$ cat config.mk
export PLATFORM = sky130hd
export DESIGN_NAME = bitmap_glyph_blitter
export DESIGN_NICKNAME = d
export VERILOG_FILES = /design/src/rtl/core/bgb_pkg.sv /design/src/rtl/core/bgb_ctrl.sv /design/src/rtl/core/bgb_datapath.sv /design/src/rtl/core/bitmap_glyph_blitter.sv
export SDC_FILE = /design/constraint.sdc
export NUM_CORES = 1
export LEC_CHECK = 0
export BUFFER_PORTS_ARGS = -buffer_cell sky130_fd_sc_hd__buf_2
export CAP_MARGIN = 20
export CORE_MARGIN = 1.5
export CORE_UTILIZATION = 47
export DETAILED_ROUTE_END_ITERATION = 7
export PLACE_DENSITY_LB_ADDON = 0.2
export SYNTH_ARGS = -nofsm -noshare
export SYNTH_HDL_FRONTEND = slang
export SYNTH_HIERARCHICAL = 1
export SYNTH_SLANG_ARGS = --single-unit
$ cat constraint.sdc
create_clock -name clk -period 20.8 [get_ports clk]
set_clock_uncertainty 0.1 [all_clocks]
set_input_delay 3.12 -clock clk [delete_from_list [all_inputs] [get_ports clk]]
set_output_delay 3.12 -clock clk [all_outputs]
set_load 0.02 [all_outputs]
$ cat src/rtl/core/bgb_pkg.sv
// ----------------------------------------------------------------------------
// bgb_pkg
// Types, constants and helpers shared by the glyph blitter modules.
// ----------------------------------------------------------------------------
package bgb_pkg;

  localparam int MAX_GLYPH_DIM = 255;
  localparam int CFG_IDX_W     = 1;
  localparam int CFG_DATA_W    = 15;
  localparam int OFFSET_W      = 30;

  localparam logic [CFG_IDX_W-1:0] REG_BUFFER_WIDTH  = 1'b0;
  localparam logic [CFG_IDX_W-1:0] REG_BUFFER_HEIGHT = 1'b1;

  localparam logic [CFG_DATA_W-1:0] BUFFER_WIDTH_RST  = 15'd320;
  localparam logic [CFG_DATA_W-1:0] BUFFER_HEIGHT_RST = 15'd200;

  localparam logic [7:0] MASK_FULL = 8'hFF;
  localparam logic [7:0] MASK_ODD  = 8'hAA;
  localparam logic [7:0] MASK_EVEN = 8'h55;

  typedef struct packed {
    logic               glyph_start;
    logic [7:0]         glyph_width;
    logic [7:0]         glyph_height;
    logic signed [15:0] origin_top;
    logic signed [15:0] origin_left;
    logic [7:0]         ink_color;
    logic               greyed;
    logic [7:0]         bitmap_byte;
  } bgb_in_t;

  typedef struct packed {
    logic                write_enable;
    logic                out_of_bounds;
    logic [OFFSET_W-1:0] buffer_offset;
    logic [7:0]          pixel_color;
    logic                last_of_byte;
    logic                glyph_done;
  } bgb_out_t;

  typedef enum logic [1:0] {
    ST_IDLE,
    ST_PREP,
    ST_EMIT
  } bgb_state_t;

  // Controller to datapath.
  typedef struct packed {
    logic accept;
    logic prep;
    logic emit;
  } bgb_cmd_t;

  // Datapath to controller.
  typedef struct packed {
    logic go_active;
    logic last_pix;
    logic out_free;
  } bgb_status_t;

  function automatic logic [7:0] clamp_dim(input logic [7:0] v);
    return (32'(v) > MAX_GLYPH_DIM) ? 8'(MAX_GLYPH_DIM) : v;
  endfunction

endpackage

$ cat src/rtl/core/bgb_ctrl.sv
// ----------------------------------------------------------------------------
// bgb_ctrl
// Sequencer: accept a byte and, if a glyph is active, prepare its row values, then emit its pixels.
// ----------------------------------------------------------------------------
module bgb_ctrl import bgb_pkg::*; (
  input  logic        clk,
  input  logic        rst_n,
  input  logic        in_valid,
  output logic        in_stall,
  input  bgb_status_t status,
  output bgb_cmd_t    cmd
);

  bgb_state_t state_r, state_nxt;

  always_ff @(posedge clk) begin
    if (!rst_n) begin
      state_r <= ST_IDLE;
    end else begin
      state_r <= state_nxt;
    end
  end

  always_comb begin
    state_nxt = state_r;
    unique case (state_r)
      ST_IDLE: begin
        if (in_valid && status.go_active) begin
          state_nxt = ST_PREP;
        end
      end
      ST_PREP: begin
        state_nxt = ST_EMIT;
      end
      ST_EMIT: begin
        if (status.out_free && status.last_pix) begin
          state_nxt = ST_IDLE;
        end
      end
      default: begin
        state_nxt = ST_IDLE;
      end
    endcase
  end

  always_comb begin
    in_stall   = (state_r != ST_IDLE);
    cmd.accept = (state_r == ST_IDLE) && in_valid;
    cmd.prep   = (state_r == ST_PREP);
    cmd.emit   = (state_r == ST_EMIT) && status.out_free;
  end

endmodule

$ cat src/rtl/core/bgb_datapath.sv
// ----------------------------------------------------------------------------
// bgb_datapath
// Glyph state, buffer registers, row precompute and per-pixel result register.
// ----------------------------------------------------------------------------
module bgb_datapath import bgb_pkg::*; (
  input  logic                  clk,
  input  logic                  rst_n,
  input  bgb_cmd_t              cmd,
  output bgb_status_t           status,
  input  bgb_in_t               in_data,
  input  logic                  cfg_we,
  input  logic [CFG_IDX_W-1:0]  cfg_index,
  input  logic [CFG_DATA_W-1:0] cfg_data,
  output logic                  out_valid,
  input  logic                  out_stall,
  output bgb_out_t              out_data
);

  // Buffer geometry
  logic [14:0] bw_r, bh_r;

  // Glyph state
  logic        active_r;
  logic [7:0]  col_r, row_r;
  logic [7:0]  w_r, h_r, color_r;
  logic [15:0] top_r, left_r;
  logic        greyed_r;
  logic [7:0]  byte_r;

  // Per-byte precompute
  logic [7:0]  bits_r;
  logic [3:0]  count_r;
  logic        row_end_r, glyph_end_r, y_in_r;
  logic [29:0] row_base_r;
  logic [2:0]  idx_r;

  // Result register
  logic        out_valid_r;
  bgb_out_t    out_data_r;

  logic        start_active;
  logic [16:0] scr_y, scr_x;
  logic [7:0]  mask, cnt_full;
  logic [3:0]  count;
  logic        row_end, glyph_end, y_in, x_in, pix_set, in_buf, last_pix;
  logic [29:0] row_base;
  bgb_out_t    pix;

  always_ff @(posedge clk) begin
    if (!rst_n) begin
      bw_r <= BUFFER_WIDTH_RST;
      bh_r <= BUFFER_HEIGHT_RST;
    end else if (cfg_we) begin
      unique case (cfg_index)
        REG_BUFFER_WIDTH:  bw_r <= cfg_data;
        REG_BUFFER_HEIGHT: bh_r <= cfg_data;
        default: ;
      endcase
    end
  end

  assign start_active = (clamp_dim(in_data.glyph_width) != 8'd0) &&
                        (clamp_dim(in_data.glyph_height) != 8'd0);

  // Row values: screen row, dither mask, pixel count, row/glyph end, row bounds, row base
  always_comb begin
    scr_y = {top_r[15], top_r} + {9'd0, row_r};
    if (greyed_r) begin
      mask = scr_y[0] ? MASK_ODD : MASK_EVEN;
    end else begin
      mask = MASK_FULL;
    end
    cnt_full  = w_r - col_r;
    count     = (cnt_full > 8'd8) ? 4'd8 : cnt_full[3:0];
    row_end   = ({1'b0, col_r} + {5'd0, count}) >= {1'b0, w_r};
    glyph_end = row_end && (({1'b0, row_r} + 9'd1) >= {1'b0, h_r});
    y_in      = !scr_y[16] && (scr_y[15:0] < {1'b0, bh_r});
    row_base  = 30'(scr_y[14:0]) * 30'(bw_r);
  end

  // Pixel values for the current column
  always_comb begin
    scr_x    = {left_r[15], left_r} + {9'd0, col_r} + {14'd0, idx_r};
    x_in     = !scr_x[16] && (scr_x[15:0] < {1'b0, bw_r});
    pix_set  = bits_r[3'd7 - idx_r];
    in_buf   = x_in && y_in_r;
    last_pix = ({1'b0, idx_r} == (count_r - 4'd1));
    pix.write_enable  = pix_set && in_buf;
    pix.out_of_bounds = pix_set && !in_buf;
    pix.buffer_offset = (pix_set && in_buf) ? (row_base_r + 30'(scr_x[14:0])) : '0;
    pix.pixel_color   = (pix_set && in_buf) ? color_r : 8'd0;
    pix.last_of_byte  = last_pix;
    pix.glyph_done    = last_pix && glyph_end_r;
  end

  always_ff @(posedge clk) begin
    if (!rst_n) begin
      active_r <= 1'b0;
      col_r    <= '0;
      row_r    <= '0;
      w_r      <= '0;
      h_r      <= '0;
      top_r    <= '0;
      left_r   <= '0;
      color_r  <= '0;
      greyed_r <= 1'b0;
      idx_r    <= '0;
    end else if (cmd.accept) begin
      if (in_data.glyph_start) begin
        w_r      <= clamp_dim(in_data.glyph_width);
        h_r      <= clamp_dim(in_data.glyph_height);
        top_r    <= in_data.origin_top;
        left_r   <= in_data.origin_left;
        color_r  <= in_data.ink_color;
        greyed_r <= in_data.greyed;
        col_r    <= '0;
        row_r    <= '0;
        active_r <= start_active;
      end
      idx_r <= '0;
    end else if (cmd.emit) begin
      if (last_pix) begin
        idx_r <= '0;
        if (row_end_r) begin
          col_r <= '0;
          if (glyph_end_r) begin
            active_r <= 1'b0;
            row_r    <= '0;
          end else begin
            row_r <= row_r + 8'd1;
          end
        end else begin
          col_r <= col_r + 8'd8;
        end
      end else begin
        idx_r <= idx_r + 3'd1;
      end
    end
  end

  always_ff @(posedge clk) begin
    if (cmd.accept) begin
      byte_r <= in_data.bitmap_byte;
    end
    if (cmd.prep) begin
      bits_r      <= byte_r & mask;
      count_r     <= count;
      row_end_r   <= row_end;
      glyph_end_r <= glyph_end;
      y_in_r      <= y_in;
      row_base_r  <= row_base;
    end
  end

  always_ff @(posedge clk) begin
    if (!rst_n) begin
      out_valid_r <= 1'b0;
    end else if (cmd.emit) begin
      out_valid_r <= 1'b1;
    end else if (!out_stall) begin
      out_valid_r <= 1'b0;
    end
  end

  always_ff @(posedge clk) begin
    if (cmd.emit) begin
      out_data_r <= pix;
    end
  end

  assign out_valid = out_valid_r;
  assign out_data  = out_data_r;

  assign status.go_active = in_data.glyph_start ? start_active : active_r;
  assign status.last_pix  = last_pix;
  assign status.out_free  = !out_valid_r || !out_stall;

endmodule

$ cat src/rtl/core/bitmap_glyph_blitter.sv
// ----------------------------------------------------------------------------
// bitmap_glyph_blitter
// Expands 1-bit glyph bitmap bytes into byte-per-pixel frame buffer writes.
// ----------------------------------------------------------------------------
//
//   channel | ports                          | direction | payload
//   --------+--------------------------------+-----------+-------------------
//   input   | in_valid / in_stall / in_data  | in        | header + bitmap byte
//   output  | out_valid / out_stall / out_data | out     | one pixel result
//   config  | cfg_valid / cfg_ready / cfg_*  | in        | buffer width/height
//
// Sequence: a byte that starts or continues a glyph is accepted, then the row
// multiply (row * buffer_width) runs in the prepare state, then its N pixel
// columns (1..8, normally 8) leave one pixel per cycle while out_stall is low,
// via the single result register. A byte that gives no pixels is only accepted.
// Reset: synchronous, active low; buffer size returns to 320 x 200, no glyph.
// Stalls: out_stall holds the result register and pauses pixel emission;
// in_stall is high from the cycle after a glyph byte is taken until its last pixel
// is loaded into the result register.
//
module bitmap_glyph_blitter import bgb_pkg::*; (
  input  logic                  clk,
  input  logic                  rst_n,
  input  logic                  in_valid,
  output logic                  in_stall,
  input  bgb_in_t               in_data,
  output logic                  out_valid,
  input  logic                  out_stall,
  output bgb_out_t              out_data,
  input  logic                  cfg_valid,
  output logic                  cfg_ready,
  input  logic [CFG_IDX_W-1:0]  cfg_index,
  input  logic [CFG_DATA_W-1:0] cfg_data
);

  bgb_cmd_t    cmd;
  bgb_status_t status;

  // Config writes land directly in the buffer geometry registers.
  assign cfg_ready = 1'b1;

  // Sequencer: idle -> prepare row -> emit pixels
  bgb_ctrl u_ctrl (
    .clk      (clk),
    .rst_n    (rst_n),
    .in_valid (in_valid),
    .in_stall (in_stall),
    .status   (status),
    .cmd      (cmd)
  );

  // Glyph state, row precompute and pixel result register
  bgb_datapath u_dp (
    .clk       (clk),
    .rst_n     (rst_n),
    .cmd       (cmd),
    .status    (status),
    .in_data   (in_data),
    .cfg_we    (cfg_valid && cfg_ready),
    .cfg_index (cfg_index),
    .cfg_data  (cfg_data),
    .out_valid (out_valid),
    .out_stall (out_stall),
    .out_data  (out_data)
  );

endmodule

Yosys cells after proc, flatten, opt, wreduce, memory -nomap -nowiden
Index checks and enable logic that the tools add are counted.
{"block": "word_totals", "register_bits": 205, "output_inout_bits": 45, "elab_cells": 117}
{"block": "op_classes", "n_addsub": 12, "mul": 1, "order_cmp": 6, "n_eq_ne": 7, "mux": 27, "n_bitwise": 3, "n_reduce_logical": 34}
{"cell": "$mux 8", "count": 12}
{"cell": "$add 16x9->17", "count": 2}
{"cell": "$lt 16x15->1", "count": 2}
{"cell": "$add 30x15->30", "count": 1}
{"cell": "$mul 15x15->30", "count": 1}
{"cell": "$ge 9x8->1", "count": 2}
{"cell": "$add 17x3->17", "count": 1}
{"cell": "$reduce_bool 8->1", "count": 2}
{"cell": "$logic_and 1x1->1", "count": 12}
{"cell": "$reduce_bool 2->1", "count": 5}
{"cell": "$add 8x1->9 const B", "count": 1}
{"cell": "$add 8x4->9", "count": 1}
{"cell": "$mux 1", "count": 9}
{"cell": "$add 8x1->8 const B", "count": 1}
{"cell": "$add 8x4->8 const B", "count": 1}
{"cell": "$and 8x8->8", "count": 1}
{"cell": "$gt 8x4->1 const B", "count": 1}
{"cell": "$reduce_and 2->1", "count": 4}
{"cell": "$reduce_and 4->1", "count": 2}
{"cell": "$sub 8x8->8", "count": 1}
{"cell": "$ne 2x1->1 const B", "count": 3}
{"cell": "$pmux 2 s3", "count": 1}
{"cell": "$logic_not 1->1", "count": 5}
{"cell": "$eq 3x4->1", "count": 1}
{"cell": "other kinds (16)", "count": 18}

Depth between registers and ports, before layout
{"block": "depth", "ltp_word": 7, "mapped_depth": 31, "depth_no_buf": 31}

By module
Netlist, hierarchy kept.
{"mod": "bgb_datapath", "instances": 1, "cells_per_inst": 1963, "area_each_um2": 18157.4, "seq_area_each_um2": 4954.8}
{"mod": "bgb_ctrl", "instances": 1, "cells_per_inst": 13, "area_each_um2": 110.1, "seq_area_each_um2": 40.0}
{"mod": "bitmap_glyph_blitter", "instances": 1, "cells_per_inst": 2, "area_each_um2": 11.3, "seq_area_each_um2": 0.0}

Worst setup path before layout
Ideal clock, no wire load.
{"block": "synth_timing", "kind": "register -> register", "startpoint": "reg u_dp.row_r[0]", "endpoint": "reg u_dp.row_base_r[28], data pin", "setup_time_ns": 0.266, "arrival_ns": 7.296, "setup_slack_ns": 13.138, "path_stages_with_launch": 32, "synth_period_minus_slack_ns": 7.662, "path_cell_list": "dfxtp_1 -> ha_1 -> inv_1 -> fa_1 -> nor2b_1 -> o21ai_1 -> a21boi_1 -> o31ai_2 -> a211oi_1 -> xnor2_2 -> inv_1 -> and2_1 -> fa_1 -> inv_1 -> fa_1 -> inv_1 -> fa_1 -> inv_1 -> fa_1 -> inv_1 -> fa_1 -> inv_1 -> fa_1 -> inv_1 -> ha_1 -> and4_1 -> and2_1 -> a31o_2 -> a21o_1 -> a31o_2 -> o41ai_1 -> xnor2_1"}
{"block": "synth_via", "elab_chain_cells": 2}
{"item": "start: declaration", "line": "bgb_datapath.sv:24", "rtl": "logic [7:0] col_r, row_r;"}
{"item": "start signal: assignment", "line": "bgb_datapath.sv:130", "rtl": "row_r <= row_r + 8'd1;"}
{"item": "$add 16x9->17", "line": "bgb_datapath.sv:67", "rtl": "scr_y = {top_r[15], top_r} + {9'd0, row_r};"}
{"item": "$mul 15x15->30", "line": "bgb_datapath.sv:78", "rtl": "row_base = 30'(scr_y[14:0]) * 30'(bw_r);"}
{"item": "via u_dp.row_base[28]", "line": "bgb_datapath.sv:46", "rtl": "logic [29:0] row_base;"}
{"item": "end signal: assignment", "line": "bgb_datapath.sv:151", "rtl": "row_base_r <= row_base;"}
{"item": "end: declaration", "line": "bgb_datapath.sv:34", "rtl": "logic [29:0] row_base_r;"}
The timed path passes the listed nets, and every way through them passes these cells.
A chain may end at the register's enable or synchronous reset.

Worst setup path in the final report
Same ends and word-level chain as after synthesis.

==> impl_metrics.csv <==
group,metric,value,unit
layout,final_layout_size_suffix_gt1_share,9.852,%
timing,worst_pin_slew,1.085,ns
worst_hold_path,hold_class,"reg2reg",
layout,area_delta_synth_final,10.63,%
synth,synth_xor_area_share,4.497,%
timing,holdWs,0.3641,ns
clock_network,clock-root-buffer,"clkbuf_16",
placed_design,port_buffers,130,
clock_network,cts_tree,"built",
floorplan,die_y,200.2,microns
timing,min_period,8.561,ns
timing,final.setup.tns,0,ns
critical_path,arrival,8.73,ns
placed_design,hpwl,35930,microns
clock_network,clock-sinks,202,
synth,synth_compound_area_share,12.06,%
drt,dr.pass1.iters,8,
timing,rsz0062_at_grt,"false",
grt,grt_pass1_wl,73880,microns
timing,relSlewSlack,27.29,%
critical_path,critPathBufInv,6,
critical_path,critPathKind,"reg2reg",
grt,antenna_found_initial,0,
synth,syn_avg_cell_area,9.241,sq um
critical_path,critPathCaptureType,"flop",
pwr,power_switching,0.3013,mW
synth,syn-cell-area,18280,sq um
drt,antenna_left,0,
pwr,p_clk_share,38.0,%
synth,synthTopCellsByArea,"fa_1, edfxtp_1, ha_1",
synth,netlist.top_cell.by_area,"fa_1",
critical_path,slowest_delay,0.55,ns
layout,nFillCells,3591,
clock_network,cts_hold_buffers,0,
grt,grt_max_degree,96,
timing,finalHoldViolCount,0,
floorplan,ios,132,
pwr,leakagePower,9.367,nW
synth,ys_seq_elements,202,
timing,finalCritPeriodShare,41.16,%
clock_network,post_cts_buffers,0,
flow_run,max_cap_violations,0,
synth,yosysWarnings,6,
pwr,combPwrFrac,18.7,%
timing,finalSetupViolations,0,
clock_network,clk_pin_slew,0.06,ns
grt,grt-ovfl-total,0,
floorplan,initial_core_util,47.52,%
critical_path,cpMostUsedCell,"fa_1",
synth,synthMuxAreaShare,0.3559,%
clock_network,cts_made_buffers,24,
drt,drc_errors,0,
synth,async_flop_share,0,%
clock_network,htreeDepth,1,
grt,grt_pass1_vias,14015,
critical_path,cp_slowest_cell,"fa_1",
synth,synthAdderAreaFrac,31.56,%
clock_network,post_cts_resized,0,
pwr,internal_power,0.7517,mW
pwr,powerDensity,52.08,nW/um^2
synth,yosysSeqAreaShare,27.33,%
synth,syn-instance-count,1978,
critical_path,start_kind,"flop",
pwr,seq_power_share,43.2,%
synth,ys_dominant_reg_cell,"dfxtp_1",
floorplan,core,38470,sq um
layout,antenna_cells,0,
drt,wl_per_cell,17.70,microns
layout,multi_input_area,12080,sq um
floorplan,row_count,72,
pwr,peakVddDrop,69.60,uV
drt,drt_iter0_drc,853,
synth,synthDistinctLibCells,73,
critical_path,crit_fanout,11,
critical_path,cp_data_required_time,20.97,ns
floorplan,design.die.area,40080,sq um
floorplan,fp.dieW,200.2,microns
run_status,run_status,"completed",
clock_network,cts_max_path_buffers,3,
drt,routed_wl,46180,microns
placed_design,gp_congestion,0.9205,
synth,synth_edf_count,95,
critical_path,path_delay_family,"adder cells",
clock_network,clkLatencyLatePin,0.54,ns
timing,max_freq,0.1168,GHz
layout,seq_area,4995,sq um
timing,slew_viol_final,0,
synth,yosys.area_share.simple,17.21,%
drt,vias_per_cell,5.359,
synth,netlist.area_leader.share,18.62,%
layout,finalNetCount,2521,
pwr,power_switching_share,28.62,%
grt,grt_usage,23.04,%
synth,synth_top_family_by_area,"adder cells",
drt,vias,13982,
-- cells in the mapped netlist (all sizes together), types with 10 or more instances --
master	number
fa	170
nor2	86
o21a	12
o21ai	44
nand4	10
nand2b	17
nor3	40
o211ai	17
xnor2	63
clkbuf	64
nor3b	11
inv	261
ha	189
xor2	30
and2	112
nand2	311
a211oi	12
a21boi	92
dfxtp	107
a21oi	59
a21o	37
nand3	25
nor2b	15
edfxtp	95
-- sequential cells by signal, indices dropped and copies added (netlist names) --
name	cells
u_dp/left_r	16
u_dp/color_r	8
u_dp/y_in_r	1
u_dp/h_r	8
u_dp/count_r	4
u_dp/out_valid	1
u_dp/active_r	1
u_dp/byte_r	8
u_dp/top_r	16
u_dp/greyed_r	1
u_dp/idx_r	3
u_dp/w_r	8
u_dp/bits_r	8
u_dp/out_data	42
u_dp/glyph_end_r	1
u_dp/bh_r	15
u_dp/row_end_r	1
u_dp/row_r	8
u_dp/col_r	5
u_dp/bw_r	15
u_ctrl/state_r	2
u_dp/row_base_r	30
-- power groups by stage --
| stage | combinational [mW] | sequential, mW | clock, mW |
|---|---|---|---|
| 2_1_floorplan | 0.138 | 0.457 | 0 |
| 4_1_cts | 0.197 | 0.455 | 0.412 |
| 6_report | 0.197 | 0.455 | 0.400 |
| 3_5_place_dp | 0.196 | 0.463 | 0 |
| 5_1_grt | 0.222 | 0.457 | 0.427 |
| 3_3_place_gp | 0.191 | 0.463 | 0 |
-- layer usage --
layer / vias to the layer above / routed length, microns / GRT usage [%]
met1: 6796 / 20930 / 31.51
li1: 6691 / - / -
met3: 83 / 2499 / 3.254
met5: - / 0 / 0
met2: 412 / 21320 / 37.83
met4: 0 / 1422 / 7.197
-- kinds of logic (layout without fill, tap and decap cells) --
kind of cell	Yosys count	count (layout)
AND/OR/NAND/NOR	662	662
adder cells (fa/ha/maj)	359	359
buffers and inverters	334	446
AO/OA/AOI/OAI	321	321
flip-flops	202	202
XOR/XNOR	93	93
multiplexers	4	4
other	3	4
-- layout make-up --
class	instances	share of cell area [%]
multi-input combinational	1443	59.76
inverter	262	4.863
timing repair buffer	142	3.780
clock inverter	9	0.3527
clock buffer	33	3.341
sequential	202	24.70
tap	518	3.205
-- worst min-delay path: cells and delay by family (launching register included) --
kind             cells  cell delay, ns
AO/OA/AOI/OAI        1            0.06
flip-flops           1            0.30
AND/OR/NAND/NOR      1            0.05
-- metrics by stage --
step                      worst slack, ns  instance area, sq um  std cells  power, mW  utilization [%]
final                               12.24                 20220       2609      1.053            52.57
after global routing                11.79                 20220       2609      1.106            52.57
after CTS                           12.30                 20180       2607      1.064            52.47
after detailed placement            12.30                 19440       2565     0.6592            50.53
after global placement              12.34                 19420       2563     0.6545            50.49
after floorplan                     13.14                 18280       1979     0.5953                -
-- final timing paths --
| check | start | end | slack, ns | cells past startpoint |
|---|---|---|---|---|
| max | u_dp/row_r[0] | u_dp/row_base_r[28] | 12.24 | 29 |
| max reg2reg | u_dp/row_r[0] | u_dp/row_base_r[28] | 12.24 | 29 |
| min reg2reg | u_dp/bh_r[0] | u_dp/bh_r[0] | 0.36 | 2 |
| min | u_dp/bh_r[0] | u_dp/bh_r[0] | 0.36 | 2 |
-- layout by cell type (no fill, tap or decap), types with 5 or more instances in the layout --
cell type	netlist	routed
nand2_1	311	310
inv_1	260	260
ha_1	189	189
fa_1	170	170
buf_2	2	130
and2_1	112	111
dfxtp_1	107	107
edfxtp_1	95	95
a21boi_0	90	90
nor2_1	85	83
xnor2_1	62	59
a21oi_1	59	57
o21ai_0	42	42
nor3_1	38	38
a21o_1	37	37
xor2_1	30	30
clkbuf_16	0	25
nand3_1	24	24
nand2b_1	17	17
o211ai_1	16	16
nor2b_1	15	14
o21a_1	12	12
a211oi_1	11	11
nor3b_1	11	11
buf_4	3	10
nand4_1	10	10
and3_1	9	9
a31oi_1	9	9
nor4_1	9	9
clkbuf_1	64	6
clkinv_1	1	5
a31o_2	5	5
a22o_1	5	5
No activity file was read; power rests on OpenSTA's default activity.
